### src/hdl/obj_mec_pkg.sv
package obj_mec_pkg;

    localparam int COUNT_WIDTH_DEF = 24;
    localparam int ACC_W = 16;

    localparam logic signed [ACC_W-1:0] ACC_RESET = -16'sd2;
    localparam logic signed [ACC_W-1:0] ACC_MAX   = 16'sh7FFF;

    localparam logic [7:0] CHAR_NL    = 8'h0A;
    localparam logic [7:0] CHAR_SPACE = 8'h20;
    localparam logic [7:0] CHAR_HASH  = 8'h23;
    localparam logic [7:0] CHAR_ZERO  = 8'h30;
    localparam logic [7:0] CHAR_NINE  = 8'h39;
    localparam logic [7:0] CHAR_V     = 8'h76;
    localparam logic [7:0] CHAR_T     = 8'h74;
    localparam logic [7:0] CHAR_N     = 8'h6E;
    localparam logic [7:0] CHAR_F     = 8'h66;

    // one byte handed from the input register to the scanner
    typedef struct packed {
        logic       valid;
        logic [7:0] text_byte;
        logic       last_byte;
    } step_t;

endpackage

### src/hdl/obj_mesh_element_counter.sv
// OBJ mesh element counter: scans an OBJ text one byte per cycle and, after the byte
// flagged last, returns one transaction with the vertex, normal and texture point line
// counts (saturating at 2^COUNT_WIDTH-1), the clamped triangle total and the presence
// flags, then starts over from a clean state. A byte waits in the input register and is
// scanned from there; the scan of the last byte also loads the result register, so a
// result passes the input register and then the result register; bytes stream at one per cycle,
// and only a last byte waits, in the input register, while a previous result has not
// been taken. Lines are recognized only after the first newline, and an unfinished face
// at the end adds nothing.
module obj_mesh_element_counter #(
    parameter int COUNT_WIDTH = obj_mec_pkg::COUNT_WIDTH_DEF
) (
    input  logic                        aclk,
    input  logic                        aresetn,
    input  logic                        s_valid,
    output logic                        s_ready,
    input  logic [7:0]                  s_text_byte,
    input  logic                        s_last_byte,
    output logic                        m_valid,
    input  logic                        m_ready,
    output logic [COUNT_WIDTH-1:0]      m_vertex_count,
    output logic [COUNT_WIDTH-1:0]      m_normal_count,
    output logic [COUNT_WIDTH-1:0]      m_texcoord_count,
    output logic signed [COUNT_WIDTH:0] m_triangle_count,
    output logic                        m_normals_seen,
    output logic                        m_texcoords_seen
);
    import obj_mec_pkg::*;

    logic                        in_valid_reg;
    logic [7:0]                  in_byte_reg;
    logic                        in_last_reg;
    logic                        proceed;
    step_t                       step;
    logic                        m_valid_reg;
    logic [COUNT_WIDTH-1:0]      vertex_reg, normal_reg, texcoord_reg;
    logic signed [COUNT_WIDTH:0] triangle_reg;
    logic                        normals_seen_reg, texcoords_seen_reg;
    logic [COUNT_WIDTH-1:0]      res_vertex, res_normal, res_texcoord;
    logic signed [COUNT_WIDTH:0] res_triangle;
    logic                        res_normals_seen, res_texcoords_seen;

    // a last byte may only move on when the result register is free
    assign proceed = !(in_last_reg && m_valid_reg && !m_ready);
    assign s_ready = !in_valid_reg || proceed;

    assign step.valid     = in_valid_reg && proceed;
    assign step.text_byte = in_byte_reg;
    assign step.last_byte = in_last_reg;

    always_ff @(posedge aclk) begin
        if (!aresetn) begin
            in_valid_reg <= 1'b0;
        end else if (s_ready) begin
            in_valid_reg <= s_valid;
        end
        if (s_ready && s_valid) begin
            in_byte_reg <= s_text_byte;
            in_last_reg <= s_last_byte;
        end
    end

    obj_mec_scan #(
        .COUNT_WIDTH(COUNT_WIDTH)
    ) u_scan (
        .aclk               (aclk),
        .aresetn            (aresetn),
        .step               (step),
        .res_vertex_count   (res_vertex),
        .res_normal_count   (res_normal),
        .res_texcoord_count (res_texcoord),
        .res_triangle_count (res_triangle),
        .res_normals_seen   (res_normals_seen),
        .res_texcoords_seen (res_texcoords_seen)
    );

    always_ff @(posedge aclk) begin
        if (!aresetn) begin
            m_valid_reg <= 1'b0;
        end else if (step.valid && step.last_byte) begin
            m_valid_reg <= 1'b1;
        end else if (m_ready) begin
            m_valid_reg <= 1'b0;
        end
        if (step.valid && step.last_byte) begin
            vertex_reg         <= res_vertex;
            normal_reg         <= res_normal;
            texcoord_reg       <= res_texcoord;
            triangle_reg       <= res_triangle;
            normals_seen_reg   <= res_normals_seen;
            texcoords_seen_reg <= res_texcoords_seen;
        end
    end

    assign m_valid          = m_valid_reg;
    assign m_vertex_count   = vertex_reg;
    assign m_normal_count   = normal_reg;
    assign m_texcoord_count = texcoord_reg;
    assign m_triangle_count = triangle_reg;
    assign m_normals_seen   = normals_seen_reg;
    assign m_texcoords_seen = texcoords_seen_reg;

endmodule

### src/hdl/obj_mec_scan.sv
module obj_mec_scan #(
    parameter int COUNT_WIDTH = obj_mec_pkg::COUNT_WIDTH_DEF
) (
    input  logic                          aclk,
    input  logic                          aresetn,
    input  obj_mec_pkg::step_t            step,
    output logic [COUNT_WIDTH-1:0]        res_vertex_count,
    output logic [COUNT_WIDTH-1:0]        res_normal_count,
    output logic [COUNT_WIDTH-1:0]        res_texcoord_count,
    output logic signed [COUNT_WIDTH:0]   res_triangle_count,
    output logic                          res_normals_seen,
    output logic                          res_texcoords_seen
);
    import obj_mec_pkg::*;

    localparam int SUM_W = (COUNT_WIDTH + 2 > ACC_W + 2) ? COUNT_WIDTH + 2 : ACC_W + 2;
    localparam logic signed [SUM_W-1:0] TRI_MAX =
        {{(SUM_W-COUNT_WIDTH){1'b0}}, {COUNT_WIDTH{1'b1}}};
    localparam logic signed [SUM_W-1:0] TRI_MIN =
        {{(SUM_W-COUNT_WIDTH){1'b1}}, {COUNT_WIDTH{1'b0}}};
    localparam logic [COUNT_WIDTH-1:0] CNT_MAX = {COUNT_WIDTH{1'b1}};

    logic                       at_line_start_reg, at_line_start_next;
    logic                       after_v_reg, after_v_next;
    logic                       in_face_reg, in_face_next;
    logic                       space_before_reg, space_before_next;
    logic signed [ACC_W-1:0]    face_accum_reg, face_accum_next;
    logic [COUNT_WIDTH-1:0]     vertices_reg, vertices_next;
    logic [COUNT_WIDTH-1:0]     normals_reg, normals_next;
    logic [COUNT_WIDTH-1:0]     texpoints_reg, texpoints_next;
    logic signed [COUNT_WIDTH:0] triangles_reg, triangles_next;
    logic                       normal_flag_reg, normal_flag_next;
    logic                       texpoint_flag_reg, texpoint_flag_next;
    logic signed [SUM_W-1:0]    tri_sum;
    logic [7:0]                 c;

    assign c = step.text_byte;

    always_comb begin
        at_line_start_next = at_line_start_reg;
        after_v_next       = after_v_reg;
        in_face_next       = in_face_reg;
        space_before_next  = space_before_reg;
        face_accum_next    = face_accum_reg;
        vertices_next      = vertices_reg;
        normals_next       = normals_reg;
        texpoints_next     = texpoints_reg;
        triangles_next     = triangles_reg;
        normal_flag_next   = normal_flag_reg;
        texpoint_flag_next = texpoint_flag_reg;

        tri_sum = SUM_W'(triangles_reg) + SUM_W'(face_accum_reg);

        if (at_line_start_reg) begin
            if (after_v_reg) begin
                if (c == CHAR_SPACE) begin
                    if (vertices_reg != CNT_MAX) vertices_next = vertices_reg + 1'b1;
                end else if (c == CHAR_T) begin
                    if (texpoints_reg != CNT_MAX) texpoints_next = texpoints_reg + 1'b1;
                    texpoint_flag_next = 1'b1;
                end else if (c == CHAR_N) begin
                    if (normals_reg != CNT_MAX) normals_next = normals_reg + 1'b1;
                    normal_flag_next = 1'b1;
                end
                after_v_next       = 1'b0;
                at_line_start_next = 1'b0;
            end else if (in_face_reg) begin
                if (c == CHAR_NL || c == CHAR_HASH) begin
                    // close the face, clamped triangle total
                    if (tri_sum > TRI_MAX) begin
                        triangles_next = TRI_MAX[COUNT_WIDTH:0];
                    end else if (tri_sum < TRI_MIN) begin
                        triangles_next = TRI_MIN[COUNT_WIDTH:0];
                    end else begin
                        triangles_next = tri_sum[COUNT_WIDTH:0];
                    end
                    face_accum_next   = ACC_RESET;
                    space_before_next = 1'b0;
                    in_face_next      = 1'b0;
                end else if (c == CHAR_SPACE) begin
                    space_before_next = 1'b1;
                end else if (space_before_reg && (c inside {[CHAR_ZERO:CHAR_NINE]})) begin
                    if (face_accum_reg != ACC_MAX) face_accum_next = face_accum_reg + 1'b1;
                    space_before_next = 1'b0;
                end
            end else begin
                if (c == CHAR_V) begin
                    after_v_next = 1'b1;
                end else if (c == CHAR_F) begin
                    in_face_next = 1'b1;
                end else begin
                    at_line_start_next = 1'b0;
                end
            end
        end
        if (c == CHAR_NL) at_line_start_next = 1'b1;
    end

    assign res_vertex_count   = vertices_next;
    assign res_normal_count   = normals_next;
    assign res_texcoord_count = texpoints_next;
    assign res_triangle_count = triangles_next;
    assign res_normals_seen   = normal_flag_next;
    assign res_texcoords_seen = texpoint_flag_next;

    always_ff @(posedge aclk) begin
        if (!aresetn || (step.valid && step.last_byte)) begin
            at_line_start_reg <= 1'b0;
            after_v_reg       <= 1'b0;
            in_face_reg       <= 1'b0;
            space_before_reg  <= 1'b0;
            face_accum_reg    <= ACC_RESET;
            vertices_reg      <= '0;
            normals_reg       <= '0;
            texpoints_reg     <= '0;
            triangles_reg     <= '0;
            normal_flag_reg   <= 1'b0;
            texpoint_flag_reg <= 1'b0;
        end else if (step.valid) begin
            at_line_start_reg <= at_line_start_next;
            after_v_reg       <= after_v_next;
            in_face_reg       <= in_face_next;
            space_before_reg  <= space_before_next;
            face_accum_reg    <= face_accum_next;
            vertices_reg      <= vertices_next;
            normals_reg       <= normals_next;
            texpoints_reg     <= texpoints_next;
            triangles_reg     <= triangles_next;
            normal_flag_reg   <= normal_flag_next;
            texpoint_flag_reg <= texpoint_flag_next;
        end
    end

endmodule

### config.mk
export PLATFORM = sky130hd
export DESIGN_NAME = obj_mesh_element_counter
export DESIGN_NICKNAME = d
export VERILOG_FILES = /design/src/hdl/obj_mec_pkg.sv /design/src/hdl/obj_mesh_element_counter.sv /design/src/hdl/obj_mec_scan.sv
export SDC_FILE = /design/constraint.sdc
export NUM_CORES = 1
export LEC_CHECK = 0
export ABC_AREA = 1
export CORE_ASPECT_RATIO = 0.6
export CORE_MARGIN = 3
export CORE_UTILIZATION = 30
export CTS_BUF_LIST = sky130_fd_sc_hd__clkbuf_2 sky130_fd_sc_hd__clkbuf_4 sky130_fd_sc_hd__clkbuf_8
export DETAILED_ROUTE_END_ITERATION = 12
export DONT_BUFFER_PORTS = 1
export MAX_ROUTING_LAYER = met4
export SYNTH_ARGS = -nofsm -noshare
export SYNTH_HDL_FRONTEND = slang
export SYNTH_SLANG_ARGS = --single-unit
### constraint.sdc
create_clock -name aclk -period 5.3 [get_ports aclk]
set_input_delay 0.53 -clock aclk [delete_from_list [all_inputs] [get_ports aclk]]
set_output_delay 0.53 -clock aclk [all_outputs]
set_load 0.05 [all_outputs]
==> impl_metrics.csv <==
group,metric,value,unit
setup_path,crit_type,"reg2reg",
power_and_ir_drop,power.leakage,6.442,nW
routing,first_pass_iters,5,
sta,worst_pin_slew,1.020,ns
logic_synthesis,ys_seq_area_share,45.71,%
logic_synthesis,synth_area,12390,µm²
logic_synthesis,synthCells,1588,
placement,dp_hpwl,23190,µm
setup_path,crit_path_start_kind,"flop",
clocking,cts_buffer_depth,3,
power_and_ir_drop,seqPwrFrac,46.5,%
floorplan,die-area,43870,µm²
clocking,cts.sinks,229,
sta,timing.final.crit_period,3.393,ns
placement,port_buffers,0,
routing,first_iter_violations,781,
floorplan,die_w,268.4,µm
floorplan,die_h,163.4,µm
finish,postLayoutCoreUtil,34.57,%
sta,max_freq,0.2947,GHz
setup_path,cp_data_required_time,5.59,ns
routing,drt-total-wl,32630,µm
clocking,clockRootBuffer,"clkbuf_8",
power_and_ir_drop,switchingPower,1.334,mW
worst_hold_path,min_path_type,"in2reg",
sta,rsz0062_at_grt,"no",
finish,final_cell_mix,"nand2_1 (344), inv_1 (270), nor2_1 (157)",
sta,maxSlewViolCount,0,
power_and_ir_drop,combPwrFrac,13.5,%
sta,fin_crit_sh,64.02,%
clocking,post-cts-setup-buffer-count,0,
finish,mostFrequentLayoutCell,"nand2_1",
routing,postRouteAntennaNets,0,
floorplan,coreArea,39870,µm²
logic_synthesis,ys_warn_count,0,
clocking,htree_levels,2,
clocking,cts_tree,"built",
power_and_ir_drop,power_frac_clock,39.9,%
logic_synthesis,yosysUniqueCellTypes,49,
logic_synthesis,ys_ff_latch,229,
finish,fin_nets,1640,
routing,vias_per_cell,4.629,
setup_path,crit_arrival,3.68,ns
sta,fin_setup_tns,0,ns
run,drv_cap,0,
power_and_ir_drop,swShare,29.83,%
sta,clock_skew,0.03097,ns
routing,drc,0,
clocking,holdBufCountCts,0,
floorplan,row_count,56,
power_and_ir_drop,internal_power,3.139,mW
clocking,cts.reportedPaths.clkPinSlew,0.06,ns
sta,slew_headroom,31.92,%
sta,final-setup-viol-count,0,
logic_synthesis,syn-num-nets,1631,
global_route,grt_max_degree,88,
sta,hold_viol_final,0,
clocking,cts_resized,0,
finish,layout-drive-gt1-share,9.024,%
setup_path,crit_fanout,22,
finish,syn_to_final_growth,11.19,%
routing,vias,9957,
run_status,status,"completed",
setup_path,cp-end-kind,"flop",
floorplan,initial_core_util,31.09,%
global_route,track_usage,15.56,%
finish,diodes,0,
routing,wire_per_inst,15.17,µm
global_route,grt_pass1_wl,52500,µm
global_route,antenna_found_initial,0,
clocking,cts_made_buffers,40,
clocking,clk_latency,0.56,ns
logic_synthesis,synth.avg_cell_area,7.805,µm²
power_and_ir_drop,power_density,324.6,nW/µm²
global_route,grt_pass1_vias,9373,
global_route,globalRouteOverflowTotal,0,
floorplan,io_pins,114,
power_and_ir_drop,ir_drop,0.1342,mV
placement,place.gp.congestion,0.9160,
## final timing paths
path,start,endpoint,depth (start not counted),slack (ns)
worst max register to register,u_scan.face_accum_reg[0]$_SDFFE_PP0P_,m_triangle_count[1]$_DFFE_PP_,15,1.91
worst max-delay path,u_scan.face_accum_reg[0]$_SDFFE_PP0P_,m_triangle_count[1]$_DFFE_PP_,15,1.91
worst min register to register,u_scan.space_before_reg$_SDFFE_PP0P_,u_scan.space_before_reg$_SDFFE_PP0P_,2,0.49
worst min-delay path,s_last_byte,in_last_reg$_DFFE_PP_,0,0.08
## cell usage after synthesis, drive strengths merged
cell type | n | area (µm²)
nand3b | 3 | 22.52
a21o | 1 | 7.510
nor2 | 176 | 738.2
a21oi | 108 | 589.3
o21bai | 8 | 60.06
edfxtp | 108 | 3243
nor4 | 3 | 18.77
o211ai | 6 | 45.04
and2 | 2 | 12.51
or2 | 5 | 31.28
nor3b | 1 | 7.510
o21ai | 116 | 591.8
xnor2 | 11 | 96.34
fa | 1 | 20.02
nand3 | 70 | 365.4
xor2 | 71 | 659.4
a21boi | 4 | 30.03
clkbuf | 26 | 97.59
and3 | 1 | 6.260
nor3 | 29 | 181.4
buf | 13 | 91.33
ha | 29 | 362.9
dfxtp | 121 | 2422
nand4 | 33 | 212.7
a2111oi | 1 | 8.760
a31oi | 1 | 6.260
inv | 280 | 1054
a31o | 1 | 8.760
nand2 | 359 | 1404
## layout make-up
cell class	count	area, µm²
clock inverter	17	158.9
multi-input combinational	1040	5492
inverter	280	1057
clock buffer	57	709.4
fill	4119	26090
sequential	229	5665
timing repair buffer	6	45.04
tap	522	653.1
## critical path, stage by stage (launching register included)
cell     delay, ns
dfxtp_1       0.49
ha_1          0.35
inv_1         0.09
fa_1          0.40
inv_1         0.13
nand3_1       0.08
nand2_1       0.14
nand2_1       0.09
nand2_2       0.15
nand2_1       0.09
nand4_1       0.11
nand2_2       0.10
a21oi_4       0.58
nand2_1       0.16
nand2_1       0.12
inv_1         0.04
## power by group through the flow
stage	sequential [mW]	combinational, mW	clock (mW)
4_1_cts	2.08	0.603	1.86
2_1_floorplan	2.10	0.469	0
3_5_place_dp	2.12	0.599	0
5_1_grt	2.09	0.696	1.93
3_3_place_gp	2.12	0.595	0
6_report	2.08	0.606	1.79
## stage by stage
stage | power [mW] | setup slack [ns] | hold slack, ns | std cells | instance area (µm²)
after floorplan | 2.567 | 1.921 | 0.4457 | 1588 | 12390
after global placement | 2.712 | 1.962 | 0.4733 | 2077 | 12910
after detailed placement | 2.718 | 1.951 | 0.4770 | 2077 | 12910
after CTS | 4.542 | 1.938 | 0.02499 | 2151 | 13780
after global routing | 4.719 | 1.538 | 0.02440 | 2151 | 13780
final | 4.473 | 1.907 | 0.07550 | 2151 | 13780
## metal layers
layer | track usage (%) | up-vias | part of all wire (%)
met5 | - | - | 0
met4 | 3.127 | 0 | 1.5
met3 | 4.231 | 56 | 7.2
met2 | 20.90 | 258 | 39
met1 | 23.06 | 4540 | 52
li1 | - | 5103 | -
## cell families after synthesis
kind of cell	count (synthesis)	share of synthesized area, %
compound gates	246	10.87
simple gates	682	24.21
xor+xnor	82	6.097
fa+ha+maj	30	3.089
buf+inv	319	10.02
flops	229	45.71
(Power assumes the default switching activity.)
